### src/rtl/xild_pkg.sv
package xild_pkg;

    // REX prefix window and its W bit
    localparam logic [7:0] REX_LO   = 8'h40;
    localparam logic [7:0] REX_HI   = 8'h4F;
    localparam int unsigned REX_W_BIT = 3;

    // ModRM field codes
    localparam logic [1:0] MOD_IND  = 2'd0;
    localparam logic [1:0] MOD_D8   = 2'd1;
    localparam logic [1:0] MOD_D32  = 2'd2;
    localparam logic [1:0] MOD_REG  = 2'd3;
    localparam logic [2:0] RM_SIB   = 3'd4;
    localparam logic [2:0] RM_RIP   = 3'd5;

    localparam int unsigned LEN_W   = 4;

    // Opcode class: fixed length, or base length plus ModRM tail
    typedef struct packed {
        logic             use_modrm;
        logic [LEN_W-1:0] base;
        logic [7:0]       modrm;
    } t_class;

    // Bytes added by SIB and displacement for a given ModRM byte
    function automatic logic [LEN_W-1:0] modrm_tail(input logic [7:0] m);
        logic [1:0]       md;
        logic [2:0]       rm;
        logic [LEN_W-1:0] n;
        md = m[7:6];
        rm = m[2:0];
        n  = '0;
        if (md != MOD_REG) begin
            if (rm == RM_SIB) n = n + LEN_W'(1);
            if (md == MOD_IND && rm == RM_RIP) n = n + LEN_W'(4);
            if (md == MOD_D8) n = n + LEN_W'(1);
            if (md == MOD_D32) n = n + LEN_W'(4);
        end
        return n;
    endfunction

endpackage

### src/rtl/x86_64_instruction_length_decode.sv
// channel  dir  tdata fields (low bit up)                                   
// s_axis   in   [7:0] first_byte, [15:8] second_byte, [23:16] third_byte,
//               [31:24] fourth_byte
// m_axis   out  [3:0] length, [7:4] zero
//
// Three register stages: prefix strip, opcode classify, ModRM tail add.
// One transaction per cycle sustained while m_axis is ready; o_m_axis_tvalid
// is the stage 3 valid bit. Each stage advances when the stage after it is
// empty or moving; a stall on m_axis holds all stages without loss or repeat.
// Reset (i_rst_n low, synchronous) clears only the stage valid bits.
module x86_64_instruction_length_decode (
    input  logic        i_clk,
    input  logic        i_rst_n,
    input  logic        i_s_axis_tvalid,
    output logic        o_s_axis_tready,
    input  logic [31:0] i_s_axis_tdata,   // first_byte, second_byte, third_byte, fourth_byte
    output logic        o_m_axis_tvalid,
    input  logic        i_m_axis_tready,
    output logic [7:0]  o_m_axis_tdata    // length[3:0], zero pad
);

    localparam int unsigned LW = xild_pkg::LEN_W;

    logic ready1, ready2, ready3;

    // stage 1: REX strip
    logic       r1_valid;
    logic       r1_rex, r1_rexw;
    logic [7:0] r1_op, r1_nx, r1_nn;
    logic       n1_rex;
    logic [7:0] b0, b1, b2, b3;

    // stage 2: class
    logic             r2_valid;
    xild_pkg::t_class r2_cls;
    xild_pkg::t_class n2_cls;

    // stage 3: output
    logic          r3_valid;
    logic [LW-1:0] r3_len;
    logic [LW-1:0] n3_len;

    assign ready3 = !r3_valid || i_m_axis_tready;
    assign ready2 = !r2_valid || ready3;
    assign ready1 = !r1_valid || ready2;
    assign o_s_axis_tready = ready1;

    assign b0 = i_s_axis_tdata[7:0];
    assign b1 = i_s_axis_tdata[15:8];
    assign b2 = i_s_axis_tdata[23:16];
    assign b3 = i_s_axis_tdata[31:24];
    assign n1_rex = (b0 >= xild_pkg::REX_LO) && (b0 <= xild_pkg::REX_HI);

    always_ff @(posedge i_clk) begin
        if (!i_rst_n) begin
            r1_valid <= 1'b0;
        end else if (ready1) begin
            r1_valid <= i_s_axis_tvalid;
        end
    end

    always_ff @(posedge i_clk) begin
        if (ready1 && i_s_axis_tvalid) begin
            r1_rex  <= n1_rex;
            r1_rexw <= n1_rex && b0[xild_pkg::REX_W_BIT];
            r1_op   <= n1_rex ? b1 : b0;
            r1_nx   <= n1_rex ? b2 : b1;
            r1_nn   <= n1_rex ? b3 : b2;
        end
    end

    xild_class u_class (
        .i_rex  (r1_rex),
        .i_rexw (r1_rexw),
        .i_op   (r1_op),
        .i_nx   (r1_nx),
        .i_nn   (r1_nn),
        .o_cls  (n2_cls)
    );

    always_ff @(posedge i_clk) begin
        if (!i_rst_n) begin
            r2_valid <= 1'b0;
        end else if (ready2) begin
            r2_valid <= r1_valid;
        end
    end

    always_ff @(posedge i_clk) begin
        if (ready2 && r1_valid) begin
            r2_cls <= n2_cls;
        end
    end

    assign n3_len = r2_cls.use_modrm
                  ? r2_cls.base + xild_pkg::modrm_tail(r2_cls.modrm)
                  : r2_cls.base;

    always_ff @(posedge i_clk) begin
        if (!i_rst_n) begin
            r3_valid <= 1'b0;
        end else if (ready3) begin
            r3_valid <= r2_valid;
        end
    end

    always_ff @(posedge i_clk) begin
        if (ready3 && r2_valid) begin
            r3_len <= n3_len;
        end
    end

    assign o_m_axis_tvalid = r3_valid;
    assign o_m_axis_tdata  = {(8 - LW)'(0), r3_len};

endmodule

### src/rtl/xild_class.sv
module xild_class (
    input  logic              i_rex,
    input  logic              i_rexw,
    input  logic [7:0]        i_op,
    input  logic [7:0]        i_nx,
    input  logic [7:0]        i_nn,
    output xild_pkg::t_class  o_cls
);

    localparam logic [7:0] OP_PUSH_LO = 8'h50;
    localparam logic [7:0] OP_POP_HI  = 8'h5F;
    localparam logic [7:0] OP_GRP1_I8 = 8'h83;
    localparam logic [7:0] OP_GRP1_I32 = 8'h81;
    localparam logic [7:0] OP_MOV_I32 = 8'hC7;
    localparam logic [7:0] OP_MOV_I8  = 8'hC6;
    localparam logic [7:0] OP_TEST_I32 = 8'hF7;
    localparam logic [7:0] OP_TEST_I8 = 8'hF6;
    localparam logic [7:0] OP_MOVR_LO = 8'hB8;
    localparam logic [7:0] OP_MOVR_HI = 8'hBF;
    localparam logic [7:0] OP_MOVB_LO = 8'hB0;
    localparam logic [7:0] OP_MOVB_HI = 8'hB7;
    localparam logic [7:0] OP_NOP     = 8'h90;
    localparam logic [7:0] OP_RET     = 8'hC3;
    localparam logic [7:0] OP_CALL    = 8'hE8;
    localparam logic [7:0] OP_JMP32   = 8'hE9;
    localparam logic [7:0] OP_JCC8_LO = 8'h70;
    localparam logic [7:0] OP_JCC8_HI = 8'h7F;
    localparam logic [7:0] OP_JMP8    = 8'hEB;
    localparam logic [7:0] OP_ESC     = 8'h0F;
    localparam logic [7:0] OP_MOV_MR8 = 8'h88;
    localparam logic [7:0] OP_MOV_MR  = 8'h89;
    localparam logic [7:0] OP_MOV_RM8 = 8'h8A;
    localparam logic [7:0] OP_MOV_RM  = 8'h8B;
    localparam logic [7:0] OP_LEA     = 8'h8D;
    localparam logic [7:0] OP_CMP_RM  = 8'h3B;
    localparam logic [7:0] OP_CMP_RM8 = 8'h3A;
    localparam logic [7:0] OP_SUB_RM  = 8'h2B;
    localparam logic [7:0] OP_SUB_RM8 = 8'h2A;
    localparam logic [7:0] OP_ADD_RM  = 8'h03;
    localparam logic [7:0] OP_ADD_MR  = 8'h01;
    localparam logic [7:0] OP_XOR_RM  = 8'h33;
    localparam logic [7:0] OP_TEST_MR = 8'h85;
    localparam logic [7:0] OP_XOR_MR  = 8'h31;
    localparam logic [7:0] OP_SUB_MR  = 8'h29;
    localparam logic [7:0] OP_CMP_MR  = 8'h39;
    localparam logic [7:0] OP_GRP5    = 8'hFF;
    // second byte after the 0F escape
    localparam logic [7:0] X_MOVZX8   = 8'hB6;
    localparam logic [7:0] X_MOVZX16  = 8'hB7;
    localparam logic [7:0] X_MOVSX8   = 8'hBE;
    localparam logic [7:0] X_MOVSX16  = 8'hBF;
    localparam logic [7:0] X_NOPL     = 8'h1F;
    localparam logic [7:0] X_JCC_LO   = 8'h80;
    localparam logic [7:0] X_JCC_HI   = 8'h8F;
    localparam logic [7:0] X_CMOV_LO  = 8'h40;
    localparam logic [7:0] X_CMOV_HI  = 8'h4F;

    localparam int unsigned LW = xild_pkg::LEN_W;

    logic [LW-1:0] pre;
    logic          reg0;

    assign pre  = LW'(i_rex);
    assign reg0 = (i_nx[5:3] == 3'd0);

    always_comb begin
        o_cls.use_modrm = 1'b0;
        o_cls.base      = '0;
        o_cls.modrm     = i_nx;
        unique case (i_op) inside
            [OP_PUSH_LO:OP_POP_HI]: begin
                o_cls.base = pre + LW'(1);
            end
            OP_GRP1_I8, OP_MOV_I8: begin
                o_cls.use_modrm = 1'b1;
                o_cls.base      = pre + LW'(3);
            end
            OP_GRP1_I32, OP_MOV_I32: begin
                o_cls.use_modrm = 1'b1;
                o_cls.base      = pre + LW'(6);
            end
            OP_MOV_MR8, OP_MOV_MR, OP_MOV_RM8, OP_MOV_RM, OP_LEA, OP_CMP_RM,
            OP_CMP_RM8, OP_SUB_RM, OP_SUB_RM8, OP_ADD_RM, OP_ADD_MR, OP_XOR_RM,
            OP_TEST_MR, OP_XOR_MR, OP_SUB_MR, OP_CMP_MR, OP_GRP5: begin
                o_cls.use_modrm = 1'b1;
                o_cls.base      = pre + LW'(2);
            end
            // only the test form (reg field 0) is in the subset
            OP_TEST_I32: begin
                if (reg0) begin
                    o_cls.use_modrm = 1'b1;
                    o_cls.base      = pre + LW'(6);
                end
            end
            OP_TEST_I8: begin
                if (reg0) begin
                    o_cls.use_modrm = 1'b1;
                    o_cls.base      = pre + LW'(3);
                end
            end
            [OP_MOVR_LO:OP_MOVR_HI]: begin
                o_cls.base = pre + (i_rexw ? LW'(9) : LW'(5));
            end
            [OP_MOVB_LO:OP_MOVB_HI], [OP_JCC8_LO:OP_JCC8_HI], OP_JMP8: begin
                o_cls.base = pre + LW'(2);
            end
            OP_NOP, OP_RET: begin
                o_cls.base = pre + LW'(1);
            end
            OP_CALL, OP_JMP32: begin
                o_cls.base = pre + LW'(5);
            end
            OP_ESC: begin
                o_cls.modrm = i_nn;
                unique case (i_nx) inside
                    X_MOVZX8, X_MOVZX16, X_MOVSX8, X_MOVSX16, X_NOPL,
                    [X_CMOV_LO:X_CMOV_HI]: begin
                        o_cls.use_modrm = 1'b1;
                        o_cls.base      = pre + LW'(3);
                    end
                    [X_JCC_LO:X_JCC_HI]: begin
                        o_cls.base = pre + LW'(6);
                    end
                    default: begin
                        o_cls.base = '0;
                    end
                endcase
            end
            default: begin
                o_cls.base = '0;
            end
        endcase
    end

endmodule
### config.mk
export PLATFORM = sky130hd
export DESIGN_NAME = x86_64_instruction_length_decode
export DESIGN_NICKNAME = d
export VERILOG_FILES = /design/src/rtl/xild_pkg.sv /design/src/rtl/x86_64_instruction_length_decode.sv /design/src/rtl/xild_class.sv
export SDC_FILE = /design/constraint.sdc
export NUM_CORES = 1
export LEC_CHECK = 0
export ABC_CLOCK_PERIOD_IN_PS = 2500
export CAP_MARGIN = 20
export CORE_MARGIN = 2
export CORE_UTILIZATION = 62
export DETAILED_ROUTE_END_ITERATION = 6
export DONT_BUFFER_PORTS = 1
export MAX_ROUTING_LAYER = met4
export PLACE_DENSITY = 0.76
export SLEW_MARGIN = 5
export SYNTH_ARGS = -nofsm -noshare
export SYNTH_HDL_FRONTEND = slang
export SYNTH_SLANG_ARGS = --single-unit
### constraint.sdc
create_clock -name i_clk -period 2.5 [get_ports i_clk]
set_input_delay 0 -clock i_clk [delete_from_list [all_inputs] [get_ports i_clk]]
set_output_delay 0 -clock i_clk [all_outputs]
set_load 0.02 [all_outputs]
======== After elaboration in Yosys (flattened, before gate mapping) ========
Index checks and enable logic that the tools add are counted.
word-level totals
  word-level logic and storage cells ...... 122
  register bits ........................... 46
operators by class
  $add $sub $neg .......................... 10
  equal/unequal tests ..................... 39
  reduce and logical (&&, ||, !) cells .... 27
  order comparisons ....................... 14
  muxes and demuxes ....................... 20
operators with widths
  cell                   number
  $eq A8 B8 Y1 const B   22
  $eq A8 B6 Y1 const B   8
  $mux W4                9
  $pmux W4 S9            1
  $ge A8 B7 Y1 const B   4
  $le A8 B7 Y1 const B   4
  $mux W8                4
  $ge A8 B8 Y1 const B   3
  $le A8 B8 Y1 const B   3
  $reduce_or A21 Y1      1
  $reduce_or A20 Y1      1
  $logic_and A1 B1 Y1    12
  $mux W5                2
  $add A1 B3 Y4 const B  2
  $add A4 B3 Y4 const B  2
  $eq A8 B1 Y1 const B   1
  $eq A8 B2 Y1 const B   1
  $eq A8 B4 Y1 const B   1
  $eq A8 B5 Y1 const B   1
  $pmux W4 S2            1
  $add A1 B2 Y3 const B  2
  $eq A3 B3 Y1 const B   2
  $reduce_or A2 Y1       3
  $reduce_or A6 Y1       1
  14 further kinds       19

======== Logic depth before layout (Yosys ltp) ========
Gate-level depths: netlist of the first run.
  depth in word-level cells ............... 14
  mapped depth ............................ 11

======== Modules after synthesis ========
Synthesis of the first run repeated with hierarchy kept, for this count alone.
unflattened totals
  cell total of the unflattened synthesis .. 209
  area, all modules ....................... 2696.3 µm²
by module, submodules not included
  module                            area each (µm²)  seq. area each (µm²)  cells an instance  instances
  x86_64_instruction_length_decode  1986.9           1261.2                117                1
  xild_class                        709.4            0.0                   92                 1

======== Worst setup path after synthesis of the first run ========
Ideal clock, no wire load.
  kind .................................... register to register
  start ................................... register r3_valid, in the netlist o_m_axis_tvalid
  end ..................................... register r1_nn[0], enable pin
  library setup time ...................... 0.417 ns
  data required time ...................... 2.083 ns
  arrival ................................. 1.801 ns
  stages on the path, launching flop included .. 3
  setup slack ............................. 0.282 ns
  path buffers ............................ 0
  path through ............................ dfxtp_1 nor2b_1 a31oi_1
on the way
  cells in the longest elaborated chain, start to end .. 5
ends and longest elaborated chain
  element                   RTL line                                 RTL
  start: declaration        x86_64_instruction_length_decode.sv:39   logic r3_valid;
  start signal: assignment  x86_64_instruction_length_decode.sv:103  r3_valid <= r2_valid;
  $logic_not A1 Y1          x86_64_instruction_length_decode.sv:43   assign ready3 = !r3_valid || i_m_axis_tready;
  $logic_or A1 B1 Y1        x86_64_instruction_length_decode.sv:43
  $logic_or A1 B1 Y1        x86_64_instruction_length_decode.sv:44   assign ready2 = !r2_valid || ready3;
  $logic_or A1 B1 Y1        x86_64_instruction_length_decode.sv:45   assign ready1 = !r1_valid || ready2;
  $logic_and A1 B1 Y1       x86_64_instruction_length_decode.sv:63   if (ready1 && i_s_axis_tvalid) begin
  end signal: assignment    x86_64_instruction_length_decode.sv:68   r1_nn <= n1_rex ? b3 : b2;
  end: declaration          x86_64_instruction_length_decode.sv:29   logic [7:0] r1_op, r1_nx, r1_nn;
Every way passes these cells.
A chain may end at the register's enable or synchronous reset.

======== Final worst setup path of the first run ========
  start ................................... register r2_cls[1] in the netlist's numbering
  end ..................................... register r3_len[3] (data pin)
on the way
  cells in the longest elaborated chain, start to end .. 14
  elaborated cells on any way between the ends .. 16
  those cells by class .................... 4 x add/sub; 2 x eq/ne; 9 x mux; 1 x reduce/logical
ends and longest elaborated chain
  element                   RTL line                                 RTL
  start: declaration        x86_64_instruction_length_decode.sv:35   xild_pkg::t_class r2_cls;
  start signal: assignment  x86_64_instruction_length_decode.sv:91   r2_cls <= n2_cls;
  $eq A3 B3 Y1              xild_pkg.sv:34                           if (rm == RM_SIB) n = n + LEN_W'(1);
  $mux W1                   xild_pkg.sv:34
  $mux W4                   xild_pkg.sv:33                           if (md != MOD_REG) begin
  $add A4 B3 Y4             xild_pkg.sv:35                           if (md == MOD_IND && rm == RM_RIP) n = n + LEN_W'(4);
  $mux W4 (*)               xild_pkg.sv:35
  $mux W4 (*)               xild_pkg.sv:33
  $add A4 B1 Y4             xild_pkg.sv:36                           if (md == MOD_D8) n = n + LEN_W'(1);
  $mux W4 (*)               xild_pkg.sv:36
  $mux W4 (*)               xild_pkg.sv:33
  $add A4 B3 Y4             xild_pkg.sv:37                           if (md == MOD_D32) n = n + LEN_W'(4);
  $mux W4 (*)               xild_pkg.sv:37
  $mux W4 (*)               xild_pkg.sv:33
  $add A4 B4 Y4 (*)         x86_64_instruction_length_decode.sv:96   ? r2_cls.base + xild_pkg::modrm_tail(r2_cls.modrm)
  $mux W4 (*)               x86_64_instruction_length_decode.sv:96
  via n3_len[3]             x86_64_instruction_length_decode.sv:41   logic [LW-1:0] n3_len;
  end signal: assignment    x86_64_instruction_length_decode.sv:109  r3_len <= n3_len;
  end: declaration          x86_64_instruction_length_decode.sv:40   logic [LW-1:0] r3_len;
Mark *: on every way through the listed nets, which the timed path passes. The rest lies on a longest branch. The select of a mux whose other input is x is not followed.

==> run_results.csv, run 1 <==
group,metric,value,unit
outcome,status,"completed",
yosys,synth_top_family_by_area,"simple AND/OR/NAND/NOR gates",
yosys,synthAdderAreaFrac,3.49,%
clock_tree,clkSinkCount,40,
clock_tree,cts-root-buf,"clkbuf_8",
routing,drt_iter0_markers,304,
setup_path,cp_max_fo,2,
place,placed_area,2390,um2
yosys,synth_xor_area_share,1.11,%
yosys,synth_area,2370,um2
routing,wl_per_cell,20.5,um
yosys,syn_avg_cell_area,11.7,um2
yosys,ys_seq_area_share,49.4,%
global_routing,antenna_found_initial,0,
final_layout,drive_gt1_share,16.9,%
floorplanning,initial_core_util,64.7,%
setup_path,critPathSlowestCell,"edfxtp_1",
sta,drv_slew,0,
yosys,syn_inst,203,
floorplanning,pin_count,46,
clock_tree,clk-insertion-delay-late,0.30,ns
yosys,ys_ff_latch,40,
global_routing,track_usage,31.1,%
final_layout,antenna_cells,0,
routing,via_count,1881,
sta,setup_ws,0.162,ns
floorplanning,die_w,65.8,um
place,gp_congestion,0.990,
final_layout,nets,283,
setup_path,critPathRequiredTime,2.55,ns
sta,worst_pin_slew,0.639,ns
routing,viasPerCell,6.49,
setup_path,crit_arrival,2.39,ns
place,post-place-ws,0.166,ns
yosys,yosysWarnings,0,
yosys,yosys.area_share.simple,19.2,%
hold_path,hold_path_class,"in -> reg",
power,p_per_area,559,nW/um2
routing,detail-route-antenna-nets,0,
clock_tree,cts_tree,"done",
sta,clock_skew,0.00884,ns
sta,timing.final.crit_share,93.5,%
power,power_leakage,1.07,nW
yosys,async_flop_share,0,%
final_layout,fin_area,2900,um2
global_routing,grt_overflow,0,
routing,drt-total-wl,5950,um
final_layout,syn_to_final_growth,22.2,%
sta,setup_viol,0,
setup_path,critPathMaxStageDelay,0.36,ns
yosys,ys_types,55,
setup_path,cpMostUsedCell,"ha_1",
sta,fmax,0.428,GHz
clock_tree,clk_path_buf_depth,2,
floorplanning,core_area,3660,um2
clock_tree,cts_made_buffers,5,
flow_run,max-cap-violations,0,
power,peakVddDrop,0.402,mV
floorplanning,die_y,65.8,um
setup_path,end_kind,"flip-flop",
sta,relSlewSlack,57.0,%
sta,rsz0062_at_grt,"false",
clock_tree,cts.clk_slew.worst_paths,0.09,ns
clock_tree,cts_setup_buffers,0,
sta,period_minus_slack,2.34,ns
yosys,synth-edff-count,37,
clock_tree,htreeDepth,2,
sta,fin_setup_tns,0,ns
setup_path,cp-start-kind,"flip-flop",
global_routing,grt_first_pass_wirelength,9440,um
yosys,ys.flop_type,"edfxtp_1",
setup_path,path_cells,"nand2b_1 -> nor4b_2 -> ha_1 -> and2_1 -> ha_1 -> a21oi_1 -> xor2_1 -> nand2_1 -> xnor2_1",
global_routing,grt_pass1_vias,1959,
place,dp_hpwl,3090,um
yosys,muxShareOfSynthArea,11.8,%
routing,dr.pass1.iters,4,
sta,finalHoldViolCount,0,
global_routing,grt_max_degree,24,
floorplanning,dieArea,4330,um2
place,numPortBuffers,0,
setup_path,worstSetupPathType,"reg -> reg",
routing,drc,0,
yosys,synth_compound_area_share,10.3,%
final_layout,fill_cells,192,
floorplanning,rows,22,
## synth_stat cells, types with 2 or more instances
cell type  instances  share of area (%)
edfxtp_1          37                 47
mux2_2            24                 11
nand2_1           10                1.6
nand3_1           10                2.1
nor2_1             8                1.3
nor2b_1            8                2.1
inv_1              6               0.95
buf_4              5                1.6
ha_1               5                2.6
a21o_1             4                1.3
and2_1             4                1.1
nand3b_1           4                1.3
nand4_1            4                1.1
a211o_1            3                1.1
a21boi_0           3               0.95
a21oi_1            3               0.63
and3_1             3               0.79
buf_2              3               0.63
clkbuf_1           3               0.48
dfxtp_1            3                2.5
nand2b_1           3               0.79
nor3b_1            3               0.95
nor4_1             3               0.79
o21ai_0            3               0.63
or3_1              3               0.79
a2111o_1           2               0.95
a211oi_1           2               0.63
a31oi_1            2               0.53
and3b_1            2               0.74
buf_1              2               0.32
nor3_1             2               0.42
nor4b_1            2               0.74
xnor2_1            2               0.74
## state kept, by name, summed over array words and instances (netlist names), 4 cells and up
register	flops
r1_op	8
r1_nx	8
r3_len	4
r2_cls	10
r1_nn	5
## worst paths after layout
| kind | start | endpoint | slack, ns | cells after the start |
|---|---|---|---|---|
| max | r2_cls[1] | r3_len[3] | 0.16 | 9 |
| min | i_m_axis_tready | r2_valid | 0.10 | 3 |
| max reg2reg | r2_cls[1] | r3_len[3] | 0.16 | 9 |
| min reg2reg | r1_nn[0] | r2_cls[0] | 0.58 | 1 |
## power by group
group	leakage [nW]	internal, mW	switching, mW
clock network	0.0548	0.301	0.251
registers	0.375	0.789	0.0594
logic	0.642	0.120	0.0981
total	1.07	1.21	0.409
## cell families (layout without fill, tap and decap cells)
group	after synthesis	after routing
XOR/XNOR	3	3
AND/OR/NAND/NOR	76	76
other	1	4
multiplexers	25	25
AO/OA/AOI/OAI	32	32
adder cells (fa/ha/maj)	6	6
buffers and inverters	20	56
flip-flops	40	40
## critical path, delay by kind of cell, from the launching register on
| family | cells | cell delay, ns |
|---|---|---|
| and+or+nand+nor | 4 | 0.69 |
| adders and majority gates | 2 | 0.57 |
| xor gates and xnor gates | 2 | 0.30 |
| AOI/OAI and AO/OA | 1 | 0.18 |
| DFF | 1 | 0.36 |
## per-layer routing
layer / vias to the layer above / global-route usage (%) / part of all wire, %
met5: - / - / 0
met4: 0 / 21.4 / 6.2
met3: 29 / 7.84 / 7.4
met2: 108 / 50.3 / 50
met1: 897 / 33.5 / 37
li1: 847 / - / -
## layout by cell type (no fill, tap or decap), types with 4 or more instances in the layout
master and n:
a21o_1 4, and2_1 4, buf_4 4, clkbuf_8 5, conb_1 4, dlygate4sd3_1 38, edfxtp_1 37, ha_1 5
inv_1 6, mux2_2 24, nand2_1 10, nand3_1 10, nand3b_1 4, nand4_1 4, nor2_1 8, nor2b_1 8
## per-stage QoR
stage | utilization, % | total power [mW] | hold WS, ns | std cells
global route | 79.1 | 1.67 | 0.126 | 290
global placement | 65.4 | 1.00 | 0.121 | 244
detailed placement | 65.4 | 1.01 | 0.129 | 244
floorplan | - | 0.981 | 0.118 | 206
CTS | 78.9 | 1.59 | 0.0114 | 290
finish | 79.1 | 1.62 | 0.105 | 290
## layout make-up
class / instances / area [um2] / share of cell area (%)
Clock buffer: 5 / 68.8 / 2.38
Clock inverter: 3 / 46.3 / 1.60
Inverter: 6 / 22.5 / 0.778
Multi-Input combinational cell: 146 / 1120 / 38.5
Sequential cell: 40 / 1170 / 40.4
Tap cell: 48 / 60.1 / 2.07
Timing Repair Buffer: 42 / 410 / 14.2
## what timing repair did
action,CTS,global route
setup endpoints to repair,0,1
gates resized for setup,0,1
endpoints found under the hold margin,25,0
hold buffers,38,0
(Power assumes the default switching activity.)
==> run 2: changes to the inputs <==
- REMOVE_ABC_BUFFERS: not set -> 1
==> run 2 against run 1 <==
  * Sequential share of layout area barely moved
  * Critical endpoint unchanged
  * Clock power fell by 6.3%
  * Worst hold slack lost 0.094 ns
  * Sequential power rose by 0.5%
  * Critical path depth did not move
  * Non-clock buffer count grew 1
==> run_results.csv, run 2 (same netlist as run 1, synthesis figures left out) <==
group,metric,value,unit
power,p_sw_share,24.2,%
setup_path,reg2reg_depth,9,
clock_tree,cts_setup_buffers,0,
clock_tree,clkSinkCount,40,
global_routing,grt_overflow,0,
routing,via_count,1853,
setup_path,critPathRequiredTime,2.54,ns
sta,drv_slew,0,
clock_tree,cts.clk_slew.worst_paths,0.07,ns
sta,timing.final.crit_share,95.7,%
hold_path,hold_path_class,"in -> reg",
power,internal_power,1.21,mW
sta,hold_ws,0.0110,ns
setup_path,end_kind,"flip-flop",
routing,dr.pass1.iters,6,
setup_path,crit_buf_inv,0,
power,netSwitchingPower,0.384,mW
sta,fmax,0.418,GHz
power,p_per_area,550,nW/um2
floorplanning,dieArea,4330,um2
final_layout,syn_to_final_growth,22.1,%
sta,rsz0062_at_grt,"false",
global_routing,track_usage,31.4,%
clock_tree,cts_made_buffers,5,
clock_tree,cts_tree,"done",
sta,relSlewSlack,54.2,%
sta,setup_viol,0,
setup_path,worstSetupPathType,"reg -> reg",
routing,viasPerCell,6.37,
setup_path,critPathSlowestCell,"edfxtp_1",
place,dp_hpwl,3490,um
setup_path,crit_arrival,2.43,ns
power,pwr-share-clk,32.5,%
place,gp_congestion,0.803,
final_layout,finalNonFillerCells,291,
final_layout,nets,284,
routing,wl_per_cell,20.4,um
power,comb_power_share,13.9,%
final_layout,final_common_cell,"dlygate4sd3_1",
setup_path,crit_family,"simple AND/OR/NAND/NOR gates",
clock_tree,htreeDepth,2,
sta,worst_pin_slew,0.681,ns
floorplanning,rows,22,
setup_path,cp-start-kind,"flip-flop",
flow_run,max-cap-violations,0,
power,power_leakage,1.07,nW
final_layout,largest-register,"r2_cls",
power,peakVddDrop,0.434,mV
setup_path,worst-path-stages,9,
routing,detail-route-antenna-nets,0,
sta,finalHoldViolCount,0,
sta,period_minus_slack,2.39,ns
clock_tree,clk_path_buf_depth,2,
global_routing,grt_first_pass_wirelength,9400,um
outcome,status,"completed",
floorplanning,initial_core_util,64.7,%
floorplanning,die_y,65.8,um
hold_path,whs_path_depth,2,
routing,drt-total-wl,5950,um
floorplanning,pin_count,46,
floorplanning,core_area,3660,um2
global_routing,grt_pass1_vias,1924,
setup_path,cpMostUsedCell,"ha_1",
setup_path,path_cells,"nand2b_1 -> nor4b_1 -> ha_1 -> and2_1 -> ha_1 -> a21oi_1 -> xor2_1 -> nand2_1 -> xnor2_1",
clock_tree,cts-root-buf,"clkbuf_8",
place,dp_cells,245,
power,pwr-share-seq,53.6,%
global_routing,grt_max_degree,24,
sta,clock_skew,0.00911,ns
sta,fin_setup_tns,0,ns
setup_path,cp_max_fo,2,
final_layout,drive_gt1_share,16.5,%
final_layout,final_cell_mix,"38 x dlygate4sd3_1, 37 x edfxtp_1, 24 x mux2_2, 10 x nand2_1, 10 x nand3_1",
place,numPortBuffers,0,
final_layout,antenna_cells,0,
routing,drt_iter0_markers,105,
floorplanning,die_w,65.8,um
final_layout,largest_register_ff_count,10,
final_layout,top_regs,"r2_cls x10, r1_nx x8, r1_op x8",
routing,drc,0,
clock_tree,clk-insertion-delay-late,0.29,ns
setup_path,critPathMaxStageDelay,0.35,ns
global_routing,antenna_found_initial,0,
run 2: cell types whose count changed in the layout (fill, tap and decap cells not counted), sizes merged:
| cell | delta |
|---|---|
| clkinvlp | -1 |
| buf | +1 |
| clkinv | +2 |
| inv | -1 |
run 2: cell type report:
cell class,instances,area (um2)
fill,220,768
tap,48,60.1
clock buffer,5,68.8
sequential,40,1170
clock inverter,3,42.5
inverter,6,22.5
timing repair buffer,43,418
multi-input combinational,146,1110
run 2: repair_timing:
action                                 in CTS  in global routing
hold buffers                               38                  0
resized for setup                           0                  0
endpoints found under the hold margin      25                  0
run 2: worst register-to-register path, cell delays in order (launching register included):
cell and delay, ns:
edfxtp_1 0.35, nand2b_1 0.16, nor4b_1 0.34, ha_1 0.28
and2_1 0.14, ha_1 0.31, a21oi_1 0.17, xor2_1 0.17
nand2_1 0.09, xnor2_1 0.13
run 2: metrics by stage:
| stage | worst slack, ns | power, mW | utilization [%] | area (um2) |
|---|---|---|---|---|
| floorplan | 0.282 | 0.967 | - | 2300 |
| global placement | 0.227 | 1.01 | 65.6 | 2400 |
| detailed placement | 0.139 | 1.02 | 65.6 | 2400 |
| CTS | 0.117 | 1.58 | 79.0 | 2890 |
| global route | 0.00740 | 1.65 | 79.0 | 2890 |
| finish | 0.107 | 1.59 | 79.0 | 2890 |
run 2: power groups by stage:
stage	registers (mW)	logic [mW]	clock network [mW]
6_report	0.852	0.222	0.517
5_1_grt	0.858	0.239	0.550
4_1_cts	0.845	0.211	0.520
3_5_place_dp	0.860	0.158	0
3_3_place_gp	0.858	0.149	0
2_1_floorplan	0.841	0.125	0
run 2: metal layers:
layer | up-vias | part of all wire, % | GRT usage [%]
li1 | 845 | - | -
met1 | 871 | 37 | 33.0
met2 | 109 | 52 | 55.3
met3 | 28 | 6.8 | 8.18
met4 | 0 | 4.3 | 13.8
met5 | - | 0 | -
run 2: worst paths after layout:
kind	slack, ns	startpoint	end
worst max-delay path	0.11	r2_cls[1]	r3_len[3]
worst min-delay path	0.01	i_m_axis_tready	o_m_axis_tvalid
worst max register to register	0.11	r2_cls[1]	r3_len[3]
worst min register to register	0.55	r1_nn[2]	r2_cls[2]
